## src/design/stt_pkg.sv

```systemverilog
`timescale 1ns / 1ps
// ----------------------------------------------------------------------------
// stt_pkg
// Shared types, token codes, byte codes and the keyword lookup of the
// source text tokenizer.
// ----------------------------------------------------------------------------
package stt_pkg;

   localparam int KIND_W       = 5;
   localparam int LEN_W        = 16;
   localparam int SLOTS        = 3;
   localparam int KW_MAX_BYTES = 8;

   typedef logic [KIND_W-1:0] kind_type;
   typedef logic [LEN_W-1:0]  length_type;

   typedef enum logic [2:0] {
      MODE_IDLE,
      MODE_IDENT,
      MODE_INT,
      MODE_STRING,
      MODE_LT,
      MODE_GT,
      MODE_EQ,
      MODE_NOT
   } mode_type;

   localparam kind_type KIND_EOF      = 5'd0;
   localparam kind_type KIND_UNKNOWN  = 5'd1;
   localparam kind_type KIND_LBRACE   = 5'd2;
   localparam kind_type KIND_RBRACE   = 5'd3;
   localparam kind_type KIND_LPAREN   = 5'd4;
   localparam kind_type KIND_RPAREN   = 5'd5;
   localparam kind_type KIND_PLUS     = 5'd6;
   localparam kind_type KIND_MINUS    = 5'd7;
   localparam kind_type KIND_DOT      = 5'd8;
   localparam kind_type KIND_LT       = 5'd9;
   localparam kind_type KIND_LE       = 5'd10;
   localparam kind_type KIND_GT       = 5'd11;
   localparam kind_type KIND_GE       = 5'd12;
   localparam kind_type KIND_EQ       = 5'd13;
   localparam kind_type KIND_EQEQ     = 5'd14;
   localparam kind_type KIND_NOT      = 5'd15;
   localparam kind_type KIND_NE       = 5'd16;
   localparam kind_type KIND_STRING   = 5'd17;
   localparam kind_type KIND_INTEGER  = 5'd18;
   localparam kind_type KIND_BOOL     = 5'd19;
   localparam kind_type KIND_CLASS    = 5'd20;
   localparam kind_type KIND_FUNCTION = 5'd21;
   localparam kind_type KIND_FOR      = 5'd22;
   localparam kind_type KIND_WHILE    = 5'd23;
   localparam kind_type KIND_RETURN   = 5'd24;
   localparam kind_type KIND_IF       = 5'd25;
   localparam kind_type KIND_ELSE     = 5'd26;
   localparam kind_type KIND_CALL     = 5'd27;
   localparam kind_type KIND_LABEL    = 5'd28;

   localparam logic [7:0] CHAR_QUOTE  = 8'h22;
   localparam logic [7:0] CHAR_BANG   = 8'h21;
   localparam logic [7:0] CHAR_LT     = 8'h3C;
   localparam logic [7:0] CHAR_EQ     = 8'h3D;
   localparam logic [7:0] CHAR_GT     = 8'h3E;
   localparam logic [7:0] CHAR_LPAREN = 8'h28;
   localparam logic [7:0] CHAR_RPAREN = 8'h29;
   localparam logic [7:0] CHAR_PLUS   = 8'h2B;
   localparam logic [7:0] CHAR_MINUS  = 8'h2D;
   localparam logic [7:0] CHAR_DOT    = 8'h2E;
   localparam logic [7:0] CHAR_LBRACE = 8'h7B;
   localparam logic [7:0] CHAR_RBRACE = 8'h7D;

   typedef struct packed {
      logic     hit;
      kind_type kind;
   } kw_result_type;

   // Saturating length increment.
   function automatic length_type grow_length(input length_type len);
      return (len == {LEN_W{1'b1}}) ? len : len + 1'b1;
   endfunction

   // Match the first bytes of an identifier (byte 0 in the low bits) against
   // the keyword list.
   function automatic kw_result_type keyword_lookup(
      input logic [8*KW_MAX_BYTES-1:0] kbuf,
      input length_type                klen
   );
      logic [8*KW_MAX_BYTES-1:0] head;
      kw_result_type             r;
      for (int i = 0; i < KW_MAX_BYTES; i++) begin
         head[8*(KW_MAX_BYTES-1-i) +: 8] = kbuf[8*i +: 8];
      end
      r.hit  = 1'b1;
      r.kind = KIND_LABEL;
      if (klen == 16'd5 && head[63 -: 40] == "class") begin
         r.kind = KIND_CLASS;
      end else if (klen == 16'd8 && head[63 -: 64] == "function") begin
         r.kind = KIND_FUNCTION;
      end else if (klen == 16'd4 && head[63 -: 32] == "true") begin
         r.kind = KIND_BOOL;
      end else if (klen == 16'd5 && head[63 -: 40] == "false") begin
         r.kind = KIND_BOOL;
      end else if (klen == 16'd3 && head[63 -: 24] == "for") begin
         r.kind = KIND_FOR;
      end else if (klen == 16'd5 && head[63 -: 40] == "while") begin
         r.kind = KIND_WHILE;
      end else if (klen == 16'd6 && head[63 -: 48] == "return") begin
         r.kind = KIND_RETURN;
      end else if (klen == 16'd2 && head[63 -: 16] == "if") begin
         r.kind = KIND_IF;
      end else if (klen == 16'd4 && head[63 -: 32] == "else") begin
         r.kind = KIND_ELSE;
      end else if (klen == 16'd3 && head[63 -: 24] == "int") begin
         r.kind = KIND_INTEGER;
      end else if (klen == 16'd6 && head[63 -: 48] == "String") begin
         r.kind = KIND_STRING;
      end else begin
         r.hit = 1'b0;
      end
      return r;
   endfunction

endpackage

```

## src/design/stt_front.sv

```systemverilog
`timescale 1ns / 1ps
// ----------------------------------------------------------------------------
// stt_front
// Scanner: takes one byte per cycle while push_ready is high, tracks the lexer
// mode and builds a bundle of up to three tokens (closed token, new token, end of file).
// ----------------------------------------------------------------------------
module stt_front
   import stt_pkg::*;
#(
   parameter int OFFSET_BITS   = 16,
   parameter int KEYWORD_BYTES = 8,
   parameter int TOK_W         = KIND_W + OFFSET_BITS + LEN_W,
   parameter int BUNDLE_W      = SLOTS + SLOTS * TOK_W
) (
   input  logic                clock,
   input  logic                reset,
   input  logic                req_tvalid,
   output logic                req_tready,
   input  logic [7:0]          req_tdata,
   input  logic                req_tlast,
   output logic                push_valid,
   input  logic                push_ready,
   output logic [BUNDLE_W-1:0] push_data
);

   localparam int IDX_W = $clog2(KEYWORD_BYTES);

   logic [7:0]             b;
   logic                   fin;
   logic                   fire;
   logic                   is_letter;
   logic                   is_digit;
   logic                   is_alnum;
   logic                   is_space;
   logic                   is_eq_char;

   mode_type               mode_ff;
   mode_type               mode_mid;
   mode_type               mode_new;
   mode_type               mode_in;
   logic                   consumed;
   logic                   starting;
   logic                   single;

   logic [OFFSET_BITS-1:0] start_ff;
   logic [OFFSET_BITS-1:0] start_new;
   logic [OFFSET_BITS-1:0] start_in;
   length_type             len_ff;
   length_type             len_new;
   length_type             len_in;
   logic                   kposs_ff;
   logic                   kposs_new;
   logic                   kposs_in;
   logic [OFFSET_BITS-1:0] off_ff;
   logic [OFFSET_BITS-1:0] off_in;
   logic [OFFSET_BITS-1:0] next_off;

   logic [7:0]             kbuf_ff [KEYWORD_BYTES];
   logic [7:0]             kbuf_in [KEYWORD_BYTES];
   logic                   kbuf_we;
   logic [IDX_W-1:0]       kbuf_widx;
   logic [8*KW_MAX_BYTES-1:0] kbuf_low_cur;
   logic [8*KW_MAX_BYTES-1:0] kbuf_low_nxt;
   kw_result_type          kw_cur;
   kw_result_type          kw_nxt;
   logic                   room;

   logic                   sw_v;
   kind_type               sw_kind;
   logic [OFFSET_BITS-1:0] sw_start;
   length_type             sw_len;
   kind_type               nw_kind;
   logic                   fl_v;
   kind_type               fl_kind;
   length_type             fl_len;
   kind_type               ident_cur_kind;
   kind_type               ident_nxt_kind;
   logic [TOK_W-1:0]       tok0;
   logic [TOK_W-1:0]       tok1;
   logic [TOK_W-1:0]       tok2;
   logic [SLOTS-1:0]       mask;

   assign b          = req_tdata;
   assign fin        = req_tlast;
   assign req_tready = push_ready;
   assign fire       = req_tvalid && req_tready;

   assign is_letter  = b inside {[8'h61:8'h7A], [8'h41:8'h5A]};
   assign is_digit   = b inside {[8'h30:8'h39]};
   assign is_alnum   = is_letter || is_digit;
   assign is_space   = b inside {8'h20, [8'h09:8'h0D]};
   assign is_eq_char = (b == CHAR_EQ);
   assign next_off   = off_ff + {{(OFFSET_BITS-1){1'b0}}, 1'b1};
   assign room       = (len_ff < LEN_W'(KEYWORD_BYTES));

   // Next scan mode: first what the held token does with this byte, then
   // what a byte not taken by it starts.
   always_comb begin
      consumed = 1'b0;
      mode_mid = MODE_IDLE;
      case (mode_ff)
         MODE_STRING: begin
            consumed = 1'b1;
            mode_mid = (b == CHAR_QUOTE) ? MODE_IDLE : MODE_STRING;
         end
         MODE_IDENT: begin
            consumed = is_alnum;
            mode_mid = is_alnum ? MODE_IDENT : MODE_IDLE;
         end
         MODE_INT: begin
            consumed = is_digit;
            mode_mid = is_digit ? MODE_INT : MODE_IDLE;
         end
         MODE_LT, MODE_GT, MODE_EQ, MODE_NOT: begin
            consumed = is_eq_char;
            mode_mid = MODE_IDLE;
         end
         default: begin
            mode_mid = MODE_IDLE;
         end
      endcase

      starting = !consumed && !is_space;
      single   = 1'b0;
      mode_new = mode_mid;
      if (starting) begin
         if (is_letter) begin
            mode_new = MODE_IDENT;
         end else if (is_digit) begin
            mode_new = MODE_INT;
         end else if (b == CHAR_QUOTE) begin
            mode_new = MODE_STRING;
         end else if (b == CHAR_LT) begin
            mode_new = MODE_LT;
         end else if (b == CHAR_GT) begin
            mode_new = MODE_GT;
         end else if (b == CHAR_EQ) begin
            mode_new = MODE_EQ;
         end else if (b == CHAR_BANG) begin
            mode_new = MODE_NOT;
         end else begin
            single = 1'b1;
         end
      end
      mode_in = fin ? MODE_IDLE : mode_new;
   end

   // Held token fields and keyword buffer.
   always_comb begin
      start_new = start_ff;
      len_new   = len_ff;
      kposs_new = kposs_ff;
      kbuf_we   = 1'b0;
      kbuf_widx = len_ff[IDX_W-1:0];
      if (consumed && (mode_ff == MODE_STRING) && (b != CHAR_QUOTE)) begin
         len_new = grow_length(len_ff);
      end
      if (consumed && (mode_ff == MODE_INT)) begin
         len_new = grow_length(len_ff);
      end
      if (consumed && (mode_ff == MODE_IDENT)) begin
         len_new = grow_length(len_ff);
         if (room) begin
            kbuf_we = 1'b1;
         end else begin
            kposs_new = 1'b0;
         end
      end
      if (starting && !single) begin
         start_new = (b == CHAR_QUOTE) ? next_off : off_ff;
         len_new   = (b == CHAR_QUOTE) ? '0 : LEN_W'(1);
         if (is_letter) begin
            kbuf_we   = 1'b1;
            kbuf_widx = '0;
            kposs_new = 1'b1;
         end
      end
      for (int i = 0; i < KEYWORD_BYTES; i++) begin
         kbuf_in[i] = kbuf_ff[i];
      end
      if (kbuf_we) begin
         kbuf_in[kbuf_widx] = b;
      end
      for (int i = 0; i < KW_MAX_BYTES; i++) begin
         kbuf_low_cur[8*i +: 8] = kbuf_ff[i];
         kbuf_low_nxt[8*i +: 8] = kbuf_in[i];
      end
      start_in = fin ? '0 : start_new;
      len_in   = fin ? '0 : len_new;
      kposs_in = fin ? 1'b0 : kposs_new;
      off_in   = fin ? '0 : next_off;
   end

   assign kw_cur = keyword_lookup(kbuf_low_cur, len_ff);
   assign kw_nxt = keyword_lookup(kbuf_low_nxt, len_new);
   assign ident_cur_kind = (kposs_ff && kw_cur.hit) ? kw_cur.kind :
                           (b == CHAR_LPAREN) ? KIND_CALL : KIND_LABEL;
   assign ident_nxt_kind = (kposs_new && kw_nxt.hit) ? kw_nxt.kind : KIND_LABEL;

   // Token that the held mode closes on this byte.
   always_comb begin
      sw_v     = 1'b0;
      sw_kind  = KIND_UNKNOWN;
      sw_start = start_ff;
      sw_len   = len_ff;
      case (mode_ff)
         MODE_STRING: begin
            sw_v    = (b == CHAR_QUOTE);
            sw_kind = KIND_STRING;
         end
         MODE_IDENT: begin
            sw_v    = !is_alnum;
            sw_kind = ident_cur_kind;
         end
         MODE_INT: begin
            sw_v    = !is_digit;
            sw_kind = KIND_INTEGER;
         end
         MODE_LT: begin
            sw_v    = 1'b1;
            sw_kind = is_eq_char ? KIND_LE : KIND_LT;
            sw_len  = is_eq_char ? LEN_W'(2) : LEN_W'(1);
         end
         MODE_GT: begin
            sw_v    = 1'b1;
            sw_kind = is_eq_char ? KIND_GE : KIND_GT;
            sw_len  = is_eq_char ? LEN_W'(2) : LEN_W'(1);
         end
         MODE_EQ: begin
            sw_v    = 1'b1;
            sw_kind = is_eq_char ? KIND_EQEQ : KIND_EQ;
            sw_len  = is_eq_char ? LEN_W'(2) : LEN_W'(1);
         end
         MODE_NOT: begin
            sw_v    = 1'b1;
            sw_kind = is_eq_char ? KIND_NE : KIND_NOT;
            sw_len  = is_eq_char ? LEN_W'(2) : LEN_W'(1);
         end
         default: begin
            sw_v = 1'b0;
         end
      endcase
   end

   // Single-byte token started by this byte.
   always_comb begin
      case (b)
         CHAR_LBRACE: nw_kind = KIND_LBRACE;
         CHAR_RBRACE: nw_kind = KIND_RBRACE;
         CHAR_LPAREN: nw_kind = KIND_LPAREN;
         CHAR_RPAREN: nw_kind = KIND_RPAREN;
         CHAR_PLUS:   nw_kind = KIND_PLUS;
         CHAR_MINUS:  nw_kind = KIND_MINUS;
         CHAR_DOT:    nw_kind = KIND_DOT;
         default:     nw_kind = KIND_UNKNOWN;
      endcase
   end

   // On the last byte, close whatever is still held; no lookahead here.
   always_comb begin
      fl_v    = fin && (mode_new != MODE_IDLE);
      fl_kind = KIND_UNKNOWN;
      fl_len  = LEN_W'(1);
      case (mode_new)
         MODE_IDENT: begin
            fl_kind = ident_nxt_kind;
            fl_len  = len_new;
         end
         MODE_INT: begin
            fl_kind = KIND_INTEGER;
            fl_len  = len_new;
         end
         MODE_STRING: begin
            fl_kind = KIND_STRING;
            fl_len  = len_new;
         end
         MODE_LT:  fl_kind = KIND_LT;
         MODE_GT:  fl_kind = KIND_GT;
         MODE_EQ:  fl_kind = KIND_EQ;
         MODE_NOT: fl_kind = KIND_NOT;
         default:  fl_kind = KIND_UNKNOWN;
      endcase
   end

   // A single-byte token leaves nothing held, so it never meets a flush.
   assign tok0 = {sw_len, sw_start, sw_kind};
   assign tok1 = single ? {LEN_W'(1), off_ff, nw_kind} : {fl_len, start_new, fl_kind};
   assign tok2 = {{LEN_W{1'b0}}, next_off, KIND_EOF};
   assign mask = {fin, single || fl_v, sw_v};

   assign push_valid = fire && (mask != '0);
   assign push_data  = {tok2, tok1, tok0, mask};

   always_ff @(posedge clock) begin
      if (reset) begin
         mode_ff  <= MODE_IDLE;
         start_ff <= '0;
         len_ff   <= '0;
         kposs_ff <= 1'b0;
         off_ff   <= '0;
      end else if (fire) begin
         mode_ff  <= mode_in;
         start_ff <= start_in;
         len_ff   <= len_in;
         kposs_ff <= kposs_in;
         off_ff   <= off_in;
      end
   end

   always_ff @(posedge clock) begin
      if (fire) begin
         for (int i = 0; i < KEYWORD_BYTES; i++) begin
            kbuf_ff[i] <= kbuf_in[i];
         end
      end
   end

endmodule

```

## src/design/stt_queue.sv

```systemverilog
`timescale 1ns / 1ps
// ----------------------------------------------------------------------------
// stt_queue
// Short first-in first-out queue of token bundles between scanner and
// token sender.
// ----------------------------------------------------------------------------
module stt_queue #(
   parameter int WIDTH = 8,
   parameter int DEPTH = 4
) (
   input  logic             clock,
   input  logic             reset,
   input  logic             in_valid,
   output logic             in_ready,
   input  logic [WIDTH-1:0] in_data,
   output logic             out_valid,
   input  logic             out_ready,
   output logic [WIDTH-1:0] out_data
);

   localparam int PTR_W = $clog2(DEPTH);
   localparam int CNT_W = $clog2(DEPTH + 1);

   logic [WIDTH-1:0] store_ff [DEPTH];
   logic [PTR_W-1:0] wr_ff;
   logic [PTR_W-1:0] wr_in;
   logic [PTR_W-1:0] rd_ff;
   logic [PTR_W-1:0] rd_in;
   logic [CNT_W-1:0] count_ff;
   logic [CNT_W-1:0] count_in;
   logic             push;
   logic             pop;

   assign in_ready  = (count_ff != CNT_W'(DEPTH));
   assign out_valid = (count_ff != '0);
   assign out_data  = store_ff[rd_ff];
   assign push      = in_valid && in_ready;
   assign pop       = out_valid && out_ready;

   always_comb begin
      wr_in    = wr_ff;
      rd_in    = rd_ff;
      count_in = count_ff;
      if (push) begin
         wr_in = (wr_ff == PTR_W'(DEPTH - 1)) ? '0 : wr_ff + 1'b1;
      end
      if (pop) begin
         rd_in = (rd_ff == PTR_W'(DEPTH - 1)) ? '0 : rd_ff + 1'b1;
      end
      if (push && !pop) begin
         count_in = count_ff + 1'b1;
      end else if (pop && !push) begin
         count_in = count_ff - 1'b1;
      end
   end

   always_ff @(posedge clock) begin
      if (reset) begin
         wr_ff    <= '0;
         rd_ff    <= '0;
         count_ff <= '0;
      end else begin
         wr_ff    <= wr_in;
         rd_ff    <= rd_in;
         count_ff <= count_in;
      end
   end

   always_ff @(posedge clock) begin
      if (push) begin
         store_ff[wr_ff] <= in_data;
      end
   end

endmodule

```

## src/design/stt_back.sv

```systemverilog
`timescale 1ns / 1ps
// ----------------------------------------------------------------------------
// stt_back
// Token sender: unpacks each bundle and drives its tokens one per cycle while
// rsp_tready is high, through the output register.
// ----------------------------------------------------------------------------
module stt_back
   import stt_pkg::*;
#(
   parameter int TOK_W    = 37,
   parameter int BUNDLE_W = SLOTS + SLOTS * TOK_W,
   parameter int DATA_W   = 40
) (
   input  logic                clock,
   input  logic                reset,
   input  logic                pop_valid,
   output logic                pop_ready,
   input  logic [BUNDLE_W-1:0] pop_data,
   output logic                rsp_tvalid,
   input  logic                rsp_tready,
   output logic [DATA_W-1:0]   rsp_tdata,
   output logic                rsp_tlast
);

   logic [SLOTS-1:0]       mask_ff;
   logic [SLOTS-1:0]       mask_in;
   logic [SLOTS-1:0]       mask_left;
   logic [SLOTS*TOK_W-1:0] toks_ff;
   logic [SLOTS*TOK_W-1:0] toks_in;
   logic [SLOTS-1:0]       sel;
   logic [TOK_W-1:0]       sel_tok;
   logic                   can_load;
   logic                   load;
   logic                   take;

   logic                   valid_ff;
   logic                   valid_in;
   logic [TOK_W-1:0]       data_ff;
   logic                   last_ff;

   // Pick the lowest slot still pending; the end-of-file slot is the last.
   always_comb begin
      sel     = '0;
      sel_tok = toks_ff[2*TOK_W +: TOK_W];
      if (mask_ff[0]) begin
         sel[0]  = 1'b1;
         sel_tok = toks_ff[0 +: TOK_W];
      end else if (mask_ff[1]) begin
         sel[1]  = 1'b1;
         sel_tok = toks_ff[TOK_W +: TOK_W];
      end else begin
         sel[2]  = mask_ff[2];
      end
   end

   assign can_load  = !valid_ff || rsp_tready;
   assign load      = can_load && (mask_ff != '0);
   assign mask_left = load ? (mask_ff & ~sel) : mask_ff;
   assign pop_ready = (mask_left == '0);
   assign take      = pop_valid && pop_ready;
   assign mask_in   = take ? pop_data[SLOTS-1:0] : mask_left;
   assign toks_in   = take ? pop_data[BUNDLE_W-1:SLOTS] : toks_ff;
   assign valid_in  = load ? 1'b1 : (rsp_tready ? 1'b0 : valid_ff);

   always_ff @(posedge clock) begin
      if (reset) begin
         mask_ff  <= '0;
         valid_ff <= 1'b0;
      end else begin
         mask_ff  <= mask_in;
         valid_ff <= valid_in;
      end
   end

   always_ff @(posedge clock) begin
      toks_ff <= toks_in;
      if (load) begin
         data_ff <= sel_tok;
         last_ff <= sel[2];
      end
   end

   assign rsp_tvalid = valid_ff;
   assign rsp_tdata  = DATA_W'(data_ff);
   assign rsp_tlast  = last_ff;

endmodule

```

## src/design/source_text_tokenizer_top.sv

```systemverilog
`timescale 1ns / 1ps
// ----------------------------------------------------------------------------
// source_text_tokenizer_top
// Streaming lexer: source bytes in, tokens (kind, start, length) out.
// ----------------------------------------------------------------------------
// Usage:
//   req_*  carries one source byte per item; req_tlast marks the last byte.
//   rsp_*  carries one token per item; rsp_tlast marks the end-of-file token,
//          which follows every text and resets offsets to 0 for the next one.
// Throughput: one byte per cycle. A byte yields zero to three tokens, and
//   the token sender drives one token per cycle, so bytes that yield more
//   than one token are absorbed by the bundle queue (QUEUE_DEPTH bundles);
//   req_tready drops only when that queue is full.
// Path: a byte's tokens pass the bundle queue, the sender's bundle register
//   and the output register, then leave one per cycle while rsp_tready is high.
// Reset: synchronous; clears the scan mode, the offset, the queue and the
//   output register. No clearing pass is needed.
// Stall: while rsp_tready is low the output token holds, the queue fills,
//   and then input is back-pressured. No token is lost or repeated.
// ----------------------------------------------------------------------------
module source_text_tokenizer_top
   import stt_pkg::*;
#(
   parameter int OFFSET_BITS   = 16,
   parameter int KEYWORD_BYTES = 8,
   parameter int QUEUE_DEPTH   = 4
) (
   input  logic clock,
   input  logic reset,
   input  logic req_tvalid,
   output logic req_tready,
   input  logic [7:0] req_tdata,  // text_byte
   input  logic req_tlast,        // final_byte
   output logic rsp_tvalid,
   input  logic rsp_tready,
   // token_kind, token_start, token_length (low to high), zero padded
   output logic [((KIND_W + OFFSET_BITS + LEN_W + 7) / 8) * 8 - 1:0] rsp_tdata,
   output logic rsp_tlast         // final_token
);

   localparam int TOK_W    = KIND_W + OFFSET_BITS + LEN_W;
   localparam int BUNDLE_W = SLOTS + SLOTS * TOK_W;
   localparam int DATA_W   = ((TOK_W + 7) / 8) * 8;

   logic                push_valid;
   logic                push_ready;
   logic [BUNDLE_W-1:0] push_data;
   logic                pop_valid;
   logic                pop_ready;
   logic [BUNDLE_W-1:0] pop_data;

   stt_front #(
      .OFFSET_BITS   (OFFSET_BITS),
      .KEYWORD_BYTES (KEYWORD_BYTES),
      .TOK_W         (TOK_W),
      .BUNDLE_W      (BUNDLE_W)
   ) u_front (
      .clock      (clock),
      .reset      (reset),
      .req_tvalid (req_tvalid),
      .req_tready (req_tready),
      .req_tdata  (req_tdata),
      .req_tlast  (req_tlast),
      .push_valid (push_valid),
      .push_ready (push_ready),
      .push_data  (push_data)
   );

   stt_queue #(
      .WIDTH (BUNDLE_W),
      .DEPTH (QUEUE_DEPTH)
   ) u_queue (
      .clock     (clock),
      .reset     (reset),
      .in_valid  (push_valid),
      .in_ready  (push_ready),
      .in_data   (push_data),
      .out_valid (pop_valid),
      .out_ready (pop_ready),
      .out_data  (pop_data)
   );

   stt_back #(
      .TOK_W    (TOK_W),
      .BUNDLE_W (BUNDLE_W),
      .DATA_W   (DATA_W)
   ) u_back (
      .clock      (clock),
      .reset      (reset),
      .pop_valid  (pop_valid),
      .pop_ready  (pop_ready),
      .pop_data   (pop_data),
      .rsp_tvalid (rsp_tvalid),
      .rsp_tready (rsp_tready),
      .rsp_tdata  (rsp_tdata),
      .rsp_tlast  (rsp_tlast)
   );

endmodule

```

## config.mk

```make
export PLATFORM = sky130hd
export DESIGN_NAME = source_text_tokenizer_top
export DESIGN_NICKNAME = d
export VERILOG_FILES = /design/src/design/stt_pkg.sv /design/src/design/stt_front.sv /design/src/design/stt_queue.sv /design/src/design/stt_back.sv /design/src/design/source_text_tokenizer_top.sv
export SDC_FILE = /design/constraint.sdc
export NUM_CORES = 1
export LEC_CHECK = 0
export ABC_AREA = 1
export BUFFER_PORTS_ARGS = -buffer_cell sky130_fd_sc_hd__buf_2
export CORE_MARGIN = 2
export CORE_UTILIZATION = 29
export CTS_CLUSTER_DIAMETER = 60
export DETAILED_ROUTE_END_ITERATION = 8
export GPL_ROUTABILITY_DRIVEN = 0
export PLACE_DENSITY = 0.49
export SYNTH_ARGS = -nofsm -noshare
export SYNTH_HDL_FRONTEND = slang
export SYNTH_HIERARCHICAL = 1
export SYNTH_SLANG_ARGS = --single-unit
```

## constraint.sdc

```tcl
create_clock -name clock -period 7.54 [get_ports clock]
set_input_delay 1.131 -clock clock [delete_from_list [all_inputs] [get_ports clock]]
set_output_delay 1.131 -clock clock [all_outputs]
set_load 0.02 [all_outputs]
```

==> results of run 1 <==
[layout by cell type, fill, tap and decap left out, types with 10 or more instances in the layout]
cell,count
inv_1,183
nor4_1,17
xor2_1,16
a21oi_1,151
o211ai_1,11
nand4_1,58
o21ai_0,192
nor2_2,13
buf_2,52
nor2_4,10
buf_4,20
or2_2,19
nand3_1,121
dfxtp_1,61
clkinv_1,13
nor2_1,472
nand2_1,534
clkbuf_1,12
o22ai_1,114
clkinvlp_4,10
inv_2,20
clkbuf_16,89
o21ai_2,13
nor3_1,42
ha_1,11
o21ai_1,126
clkinv_2,14
edfxtp_1,669
conb_1,24
[kinds of logic (layout without fill, tap and decap cells)]
logic type                 Yosys count  count (layout)  synth area share
DFF                                734             734             0.653
muxes                                1               1          0.000344
and+or+nand+nor                   1325            1325             0.174
xor gates and xnor gates            17              17           0.00454
adders and majority gates           12              12           0.00481
AOI/OAI and AO/OA                  625             625             0.104
other                                2              24          0.000229
buffers and inverters              380             451            0.0591
[sequential cells by signal (all words and copies together), names as in the netlist, named ones only]
name,count
u_queue/wr_ff,2
u_queue/rd_ff,2
u_front/start_ff,16
u_queue/count_ff,3
u_back/rsp_tvalid,1
u_back/rsp_tlast,1
u_front/kbuf_ff,64
u_front/len_ff,16
u_back/mask_ff,3
u_front/mode_ff,3
u_front/kposs_ff,1
u_front/off_ff,16
u_back/data_ff,37
u_queue/store_ff,456
u_back/toks_ff,111
[final cells by class]
type / instances / share of cell area
Clock inverter: 58 / 0.0179
Inverter: 210 / 0.0216
Clock buffer: 103 / 0.0618
Timing Repair Buffer: 80 / 0.0153
Multi-Input combinational cell: 2004 / 0.257
Sequential cell: 734 / 0.575
Tap cell: 1500 / 0.0505
[how the worst min path moves through the flow]
stage                 startpoint  slack (ns)  cells after the start                 to
3_5_place_dp   u_front/off_ff[8]        0.48                      2  u_front/off_ff[8]
4_1_cts        u_front/off_ff[8]        0.49                      2  u_front/off_ff[8]
6_report       u_front/off_ff[8]        0.49                      2  u_front/off_ff[8]
3_3_place_gp   u_front/off_ff[8]        0.47                      2  u_front/off_ff[8]
2_1_floorplan  u_front/off_ff[8]        0.46                      2  u_front/off_ff[8]
5_1_grt        u_front/off_ff[8]        0.51                      2  u_front/off_ff[8]
[per-stage QoR]
| stage | hold WS [ns] | util | cells |
|---|---|---|---|
| floorplan | 0.458 | - | 3118 |
| global placement | 0.471 | 0.305 | 4528 |
| detailed placement | 0.478 | 0.305 | 4528 |
| CTS | 0.487 | 0.331 | 4689 |
| global route | 0.511 | 0.331 | 4689 |
| finish | 0.492 | 0.331 | 4689 |
[power groups by stage]
stage | clock (µW) | combinational (µW) | sequential, µW
floorplan | 0 | 2030 | 6180
global placement | 0 | 3150 | 6140
detailed placement | 0 | 3160 | 6130
CTS | 4360 | 3170 | 6060
global route | 4520 | 3440 | 6130
finish | 4260 | 3100 | 6050
[layer usage]
layer  vias up  global-route usage
li1      10892                   -
met1     11137               0.222
met2       683               0.237
met3       157              0.0264
met4         0              0.0457
met5         -                   0
[critical path: cells and delay by family]
| kind | cells | cell delay, ns |
|---|---|---|
| buffers and inverters | 3 | 0.82 |
| AO/OA/AOI/OAI | 2 | 0.16 |
| AND/OR/NAND/NOR | 21 | 3.51 |
==> summary.md, run 1 <==
| Metric | Value |
|---|---|
| Met2 routed WL | 40.1 mm |
| Final hold vios | 0 |
| Mean routed wirelength per cell | 19.3 µm |
| Uppermost routed layer | met4 |
| Synth warnings | 6 |
| Global-route wire length before repair | 137 mm |
| Post-CTS Setup Repair Bufs | 0 |
| Startpoint Class | input pin |
| HPWL after detailed placement | 54.1 mm |
| GRT overflow | 0 |
| Leading area contributor after synthesis | edfxtp_1 |
| Fill count | 11378 |
| Multi-input gate area | 0.00957 mm² |
| Total CTS buffers | 87 |
| Vias in the first global route | 21866 |
| Final cycle utilization of the critical path | 0.699 |
| Pint | 8960 µW |
| Net Sw Frac | 0.332 |
| Hold crit path type | reg2reg |
| Setup Skew | 0.0375 ns |
| Vias | 22869 |
| Mapped Area | 0.0328 mm² |
| Logic pwr share | 0.231 |
| WP data required | 7.91 ns |
| Final critical-path required period | 5.27 ns |
| Top cells by area, synth | edfxtp_1 61%, nand2_1 6.1%, nor2_1 5.5%, dfxtp_1 4.0%, o21ai_0 2.9% |
| Critical path class | in2reg |
| Root Driver | clkbuf_16 |
| # diodes | 0 |
| # hold bufs at CTS | 0 |
| Fraction of registers with async set/reset | 0 |
| Worst setup path endpoint | u_queue/store_ff[2][42] |
| Worst-Margin Slew | 1.06 ns |
| CTS Sinks | 734 |
| Syn avg cell area | 10.6 µm² |
| Port Buffers | 52 |
| Leak | 0.0132 µW |
| CTS tree | done |
| Clock buffer depth | 3 |
| Reg2reg start | u_front/len_ff[2] |
| Reg-to-reg slack, setup | 2.40 ns |
| Post-DP Area | 0.0342 mm² |
| # setup viols final | 0 |
| Register area share after synthesis | 0.653 |
| Post-CTS sizing | 0 |
| Setup slack after layout | 2.27 ns |
| Area Overhead vs Synth | 13.5% |
| Setup WS pre-CTS | 1.79 ns |
| Most numerous cell on the critical path | nand2_1 |
| Num rows | 123 |
| Share of the synthesized area in the top cell type | 0.613 |
| Clock Power Share | 0.317 |
| Synth Flop Type | edfxtp_1 |
| Sum of negative setup slack | 0 ns |
| Initial core utilization | 0.292 |
| DR iter-0 viols | 1753 |
| Worst-path fanout max | 18 |
| Crit path DAT | 5.64 ns |
| Die ar. | 0.116 mm² |
| Switching pwr | 4450 µW |
| Status | finished, final reports clean |
| Largest net degree at the start of global routing | 154 |
| Reg-to-reg endpoint | u_queue/store_ff[2][42] |
| Clock transition at path regs | 0.06 ns |
| Post-synth top cells | 669 x edfxtp_1, 535 x nand2_1, 478 x nor2_1 |
| Slew HR | 0.293 |
| Register bit count reported by yosys | 734 |
| Max cap viols | 0 |
| Cell variety after synth | 65 |
| CP startpoint | req_tdata[1] |
| FF+latch area | 0.0214 mm² |
| GRT Total Usage | 0.154 |
| Max frequency | 190 MHz |
| Pre-antenna DRT Iters | 6 |
| Crit end category | register |
| Total chip power | 13400 µW |
| Worst-Skew Late Latency | 0.66 ns |
| CP max stage cell | nor2_1 |
| Reg2Reg Depth | 26 |
| Fin nets | 3142 |
| Pwr dens | 361 mW/mm² |
| Die width | 340 µm |
| Routed met1 length | 42.8 mm |
| Finished Cell Area | 0.0372 mm² |
| Maximum vdd drop | 0.420 mV |
| Detail-routed via count per cell | 4.88 |
| Met3 WL | 5.24 mm |
| Initial antenna violation count | 0 |
| Slowest stage delay, CP | 0.74 ns |
| Max Transition Viols Final | 0 |
| DRT Wirelength | 90.6 mm |
| Sequential share of power | 0.451 |
| Layout cells sized above 1 | 0.104 |
| Number of synthesized flops with an enable pin | 669 |
| I/O pin count | 56 |
| RSZ-0062 raised after global routing | no |
| Synthesized instance count | 3096 |
| DRC violations left | 0 |
| Height of the die | 340 µm |
| # H-tree levels | 3 |
| Count leader, synth | edfxtp_1 |
| Post-route ant nets | 0 |
| Core ar. | 0.112 mm² |
Power figures use the tool's default switching activity.
==> run 2: changes to the inputs <==
--- a/config.mk
+++ b/config.mk
@@ -12,7 +12,7 @@
 export CTS_CLUSTER_DIAMETER = 60
 export DETAILED_ROUTE_END_ITERATION = 8
 export GPL_ROUTABILITY_DRIVEN = 0
-export PLACE_DENSITY = 0.49
+export PLACE_DENSITY = 0.48
 export SYNTH_ARGS = -nofsm -noshare
 export SYNTH_HDL_FRONTEND = slang
 export SYNTH_HIERARCHICAL = 1
==> constraint.sdc (replaced) <==
create_clock -name clock -period 5.45 [get_ports clock]
set_input_delay 0.8175 -clock clock [delete_from_list [all_inputs] [get_ports clock]]
set_output_delay 0.8175 -clock clock [all_outputs]
set_load 0.02 [all_outputs]
==> run 2 against run 1 <==
Final area increased by 0.31%. First-iteration DRC count is 1.3% lower. Largest cell class unchanged. Clock skew is 0.0021 ns lower. Hold slack improved by 0.0017 ns. Die area did not move. Register-to-register slack got worse by 1.6 ns. Clock-buffer cell count is 12 higher. Critical path type is now reg2reg. Non-clock buffer count up 30. Power is 37% higher.
==> summary.md, run 2 (synthesized netlist as in run 1, its figures left out) <==
| Metric | Value |
|---|---|
| Clock transition at path regs | 0.06 ns (about the same) |
| Fin Hold WS | 0.493 ns (+0.00166 ns) |
| Largest net degree at the start of global routing | 142 (-7.8%) |
| RSZ-0062 raised after global routing | no |
| Worst-path fanout max | 16 (-2) |
| WP data required | 5.82 ns (-2.09 ns) |
| Top reg by flops | u_queue/store_ff |
| Detail-routed via count per cell | 4.86 (-0.30%) |
| Fill count | 11454 (+0.67%) |
| Core ar. | 0.112 mm² (unchanged) |
| Max reg flops | 456 (unchanged) |
| Final hold vios | 0 (unchanged) |
| Die ar. | 0.116 mm² (unchanged) |
| Max Transition Viols Final | 0 (unchanged) |
| DR iter-0 viols | 1730 (-1.3%) |
| Max cap viols | 0 (unchanged) |
| Setup WS pre-CTS | 0.381 ns (-1.41 ns) |
| # hold bufs at CTS | 0 (unchanged) |
| Status | finished, final reports clean |
| Clock buffer depth | 3 (unchanged) |
| # diodes | 0 (unchanged) |
| Root Driver | clkbuf_16 |
| Post-route ant nets | 0 (unchanged) |
| Commonest non-fill, non-tap cell in the layout | edfxtp_1 |
| Leak | 0.0133 µW (+0.63%) |
| Initial antenna violation count | 1 (+1) |
| Initial core utilization | 0.292 (unchanged) |
| Slew HR | 0.370 (+0.0767) |
| Final critical-path required period | 4.65 ns |
| Post-CTS Setup Repair Bufs | 0 (unchanged) |
| # setup viols final | 0 (unchanged) |
| Global-route wire length before repair | 139 mm (+1.5%) |
| Pwr dens | 492 mW/mm² (+36%) |
| Height of the die | 340 µm (unchanged) |
| FF+latch area | 0.0214 mm² (unchanged) |
| GRT overflow | 0 (unchanged) |
| Port Buffers | 52 (unchanged) |
| Vias | 22932 (+0.28%) |
| GRT Total Usage | 0.156 (+0.00259) |
| Startpoint Class | register |
| Setup slack after layout | 0.800 ns (-1.47 ns) |
| Layout cells sized above 1 | 0.109 (+0.00410) |
| Critical path class | reg2reg |
| Sum of negative setup slack | 0 ns (unchanged) |
| Final cycle utilization of the critical path | 0.853 |
| I/O pin count | 56 (unchanged) |
| Area Overhead vs Synth | 13.8% |
| # H-tree levels | 3 (unchanged) |
| Fin nets | 3171 (+0.92%) |
| Num rows | 123 (unchanged) |
| Worst-Skew Late Latency | 0.67 ns (about the same) |
| Hold crit path type | reg2reg |
| Multi-input gate area | 0.00957 mm² (unchanged) |
| Maximum vdd drop | 0.364 mV (-13%) |
| DRT Wirelength | 91.7 mm (+1.2%) |
| Pre-antenna DRT Iters | 5 (-1) |
| Total CTS buffers | 86 (-1.1%) |
| DRC violations left | 0 (unchanged) |
| CTS Sinks | 734 (unchanged) |
| Crit path DAT | 5.02 ns (-0.62 ns) |
| Vias in the first global route | 21839 (-0.12%) |
| HPWL after detailed placement | 56.8 mm (+5.0%) |
| Die width | 340 µm (unchanged) |
| Post-CTS sizing | 0 (unchanged) |
| Largest regs | u_queue/store_ff x456, u_back/toks_ff x111, u_front/kbuf_ff x64 |
| Most frequent cells in the layout | 669 x edfxtp_1, 534 x nand2_1, 472 x nor2_1 |
| Worst-Margin Slew | 0.945 ns (-0.115 ns) |
| Max frequency | 215 MHz |
| Setup Skew | 0.0354 ns (-0.00209 ns) |
| Mean routed wirelength per cell | 19.4 µm (+0.67%) |
| CTS tree | done |
| Crit end category | register |
[run 2: cell types whose count changed in the layout (fill, tap and decap cells not counted), sizes merged]
cell	before	now
bufinv	9	5
clkbuf	103	115
clkinvlp	10	5
buf	80	110
clkinv	38	32
[run 2: layout make-up]
class / count / area share
Clock inverter: 43 / 0.0132
Multi-Input combinational cell: 2004 / 0.257
Inverter: 210 / 0.0215
Sequential cell: 734 / 0.574
Timing Repair Buffer: 110 / 0.0230
Clock buffer: 115 / 0.0617
Tap cell: 1500 / 0.0503
[run 2: metrics by stage]
stage	util	cells	area, µm²	power, µW
2_1_floorplan	-	3118	32900	11300
5_1_grt	0.332	4716	37300	19300
6_report	0.332	4716	37300	18300
4_1_cts	0.332	4716	37300	18600
3_3_place_gp	0.307	4558	34500	12900
3_5_place_dp	0.307	4558	34500	12900
[run 2: report_power, final]
group / switching [µW] / internal (µW)
Clock: 2390 / 3250
Combinational: 3250 / 1110
Sequential: 517 / 7830
[run 2: worst max-delay path, stage by stage, from the launching register on]
cell	delay [ns]
dfxtp_1	0.36
inv_1	0.19
nand3_1	0.15
nor3_2	0.46
inv_1	0.15
nor2_1	0.25
nand3_1	0.25
inv_2	0.34
nand4_2	0.40
nand2_1	0.20
inv_1	0.07
a21oi_1	0.30
nand3_1	0.19
nor3_1	0.30
nand3_1	0.18
nand2_1	0.09
inv_1	0.06
nand3_2	0.07
and2_4	0.15
o31ai_1	0.06
nand2_1	0.06
nand3_1	0.11
[run 2: worst paths after layout]
kind,from,to,slack [ns],cells past startpoint
hold reg to reg,u_front/off_ff[8],u_front/off_ff[8],0.49,2
setup reg to reg,u_front/len_ff[10],u_queue/store_ff[3][42],0.80,21
hold / removal,u_front/off_ff[8],u_front/off_ff[8],0.49,2
setup / recovery,u_front/len_ff[10],u_queue/store_ff[3][42],0.80,21
[run 2: routing by layer]
| metal | GRT usage | wire length [µm] | up-vias |
|---|---|---|---|
| li1 | - | - | 10952 |
| met1 | 0.224 | 43300 | 11190 |
| met2 | 0.244 | 41100 | 630 |
| met3 | 0.0240 | 4970 | 160 |
| met4 | 0.0452 | 2290 | 0 |
| met5 | 0 | 0 | - |
==> run 3: changes to the inputs <==
--- a/config.mk
+++ b/config.mk
@@ -7,12 +7,14 @@
 export LEC_CHECK = 0
 export ABC_AREA = 1
 export BUFFER_PORTS_ARGS = -buffer_cell sky130_fd_sc_hd__buf_2
+export CELL_PAD_IN_SITES_DETAIL_PLACEMENT = 2
+export CELL_PAD_IN_SITES_GLOBAL_PLACEMENT = 2
 export CORE_MARGIN = 2
 export CORE_UTILIZATION = 29
 export CTS_CLUSTER_DIAMETER = 60
 export DETAILED_ROUTE_END_ITERATION = 8
 export GPL_ROUTABILITY_DRIVEN = 0
-export PLACE_DENSITY = 0.48
+export PLACE_DENSITY = 0.63
 export SYNTH_ARGS = -nofsm -noshare
 export SYNTH_HDL_FRONTEND = slang
 export SYNTH_HIERARCHICAL = 1
==> run 3 against run 2 <==
Hold slack better by 0.010 ns. Critical path depth up 5. Register-to-register slack worse by 0.09 ns. Highest routed layer unchanged.
==> summary.md, run 3 (synthesized netlist as in run 1, its figures left out) <==
| Metric | Value |
|---|---|
| Status | finished, final reports clean |
| Post-route ant nets | 0 (unchanged) |
| GRT overflow | 0 (unchanged) |
| Die ar. | 0.116 mm² (unchanged) |
| Slew HR | 0.107 (-0.263) |
| Initial antenna violation count | 2 (+1) |
| WP data required | 5.84 ns (+0.02 ns) |
| Pre-antenna DRT Iters | 7 (+2) |
| Setup Skew | 0.0306 ns (-0.00479 ns) |
| Fill count | 12119 (+5.8%) |
| Switching pwr | 6540 µW (+6.3%) |
| Hold crit path type | in2reg |
| Final cycle utilization of the critical path | 0.870 (+0.0163) |
| CTS Sinks | 734 (unchanged) |
| Clock transition at path regs | 0.06 ns (about the same) |
| # hold bufs at CTS | 0 (unchanged) |
| Largest regs | u_queue/store_ff x456, u_back/toks_ff x111, u_front/kbuf_ff x64 |
| Vias in the first global route | 26004 (+19%) |
| Mean routed wirelength per cell | 23.5 µm (+21%) |
| Post-CTS Setup Repair Bufs | 0 (unchanged) |
| Largest net degree at the start of global routing | 143 (+0.70%) |
| Crit path DAT | 5.13 ns (+0.11 ns) |
| Post-CTS sizing | 0 (unchanged) |
| Maximum vdd drop | 0.471 mV (+30%) |
| Worst-path fanout max | 10 (-6) |
| Core ar. | 0.112 mm² (unchanged) |
| Layout cells sized above 1 | 0.110 (+0.00132) |
| Crit end category | register |
| Most numerous cell on the critical path | nand2_1 |
| RSZ-0062 raised after global routing | no |
| Port Buffers | 52 (unchanged) |
| Top reg by flops | u_queue/store_ff |
| Leak | 0.0134 µW (+0.72%) |
| Die width | 340 µm (unchanged) |
| Fin nets | 3188 (+0.54%) |
| Worst-Margin Slew | 1.33 ns (+0.382 ns) |
| I/O pin count | 56 (unchanged) |
| Initial core utilization | 0.292 (unchanged) |
| Max Transition Viols Final | 0 (unchanged) |
| Slowest stage delay, CP | 0.43 ns (-0.03 ns) |
| Startpoint Class | register |
| Pint | 12200 µW (+0.26%) |
| Final core utilization | 0.334 (+0.00160) |
| Max frequency | 211 MHz (-1.9%) |
| Net Sw Frac | 0.349 (+0.0132) |
| DRT Wirelength | 111 mm (+21%) |
| Clock Power Share | 0.305 (-0.002) |
| Final hold vios | 0 (unchanged) |
| GRT Total Usage | 0.189 (+0.0331) |
| Logic pwr share | 0.248 (+0.010) |
| DR iter-0 viols | 1427 (-18%) |
| Vias | 23699 (+3.3%) |
| Worst-Skew Late Latency | 0.67 ns (about the same) |
| CTS tree | done |
| CP max stage cell | clkinv_1 |
| # H-tree levels | 3 (unchanged) |
| Most frequent cells in the layout | 669 x edfxtp_1, 534 x nand2_1, 472 x nor2_1 |
| Detail-routed via count per cell | 5.00 (+2.8%) |
| Commonest non-fill, non-tap cell in the layout | edfxtp_1 |
| Num rows | 123 (unchanged) |
| Fin Hold WS | 0.504 ns (+0.0102 ns) |
| Max cap viols | 0 (unchanged) |
| Total CTS buffers | 91 (+5.8%) |
| Clock buffer depth | 3 (unchanged) |
| Global-route wire length before repair | 166 mm (+20%) |
| Pwr dens | 501 mW/mm² (+1.8%) |
| Height of the die | 340 µm (unchanged) |
| Sequential share of power | 0.447 (-0.008) |
| HPWL after detailed placement | 72.7 mm (+28%) |
| Root Driver | clkbuf_16 |
| DRC violations left | 0 (unchanged) |
| Critical path class | reg2reg |
| Max reg flops | 456 (unchanged) |
| Area Overhead vs Synth | 14.4% |
| # setup viols final | 0 (unchanged) |
| Final critical-path required period | 4.74 ns (+0.0888 ns) |
## run 3: per-stage QoR
step                      setup TNS (ns)  area [µm²]  setup WS, ns  instances  power (µW)
final                                  0       37500         0.711       4742       18800
after CTS                              0       37500         0.679       4741       19100
after detailed placement               0       34700         0.194       4570       13200
after global routing                   0       37500         0.236       4742       19700
after global placement                 0       34700         0.284       4570       13000
after floorplan                  -239.08       32900        -0.524       3118       11300
## run 3: final cells by class
class / instances / area, µm² / area share
multi-input combinational: 2004 / 9570 / 0.255
inverter: 210 / 802 / 0.0214
tap: 1500 / 1880 / 0.0501
clock buffer: 130 / 2480 / 0.0661
antenna: 1 / 2.50 / 0.0000668
timing repair buffer: 122 / 1010 / 0.0270
sequential: 734 / 21400 / 0.571
clock inverter: 41 / 343 / 0.00915
## run 3: final timing paths
check / slack, ns / to / cells past startpoint / from
setup / recovery: 0.71 / u_queue/store_ff[1][42] / 26 / u_front/len_ff[0]
hold / removal: 0.50 / u_queue/store_ff[2][2] / 1 / req_tlast
setup reg to reg: 0.71 / u_queue/store_ff[1][42] / 26 / u_front/len_ff[0]
hold reg to reg: 0.50 / u_front/off_ff[8] / 2 / u_front/off_ff[8]
## run 3: power groups by stage
stage	Combinational, µW	Sequential, µW	Clock (µW)
after floorplan	2830	8480	0
after CTS	4760	8420	5890
final	4650	8400	5720
after global routing	5110	8510	6090
after global placement	4510	8440	0
after detailed placement	4730	8510	0
## run 3: layer usage
metal | global-route usage | wire length, µm
met1 | 0.243 | 49200
met2 | 0.327 | 54600
met3 | 0.0246 | 3910
met4 | 0.0703 | 3670
met5 | 0 | 0
## run 3: critical path: cells and delay by family, from the launching register on
family | cells | cell delay, ns
adders and majority gates | 1 | 0.32
and+or+nand+nor | 19 | 2.60
buffers and inverters | 3 | 0.64
AOI/OAI and AO/OA | 3 | 0.58
DFF | 1 | 0.31
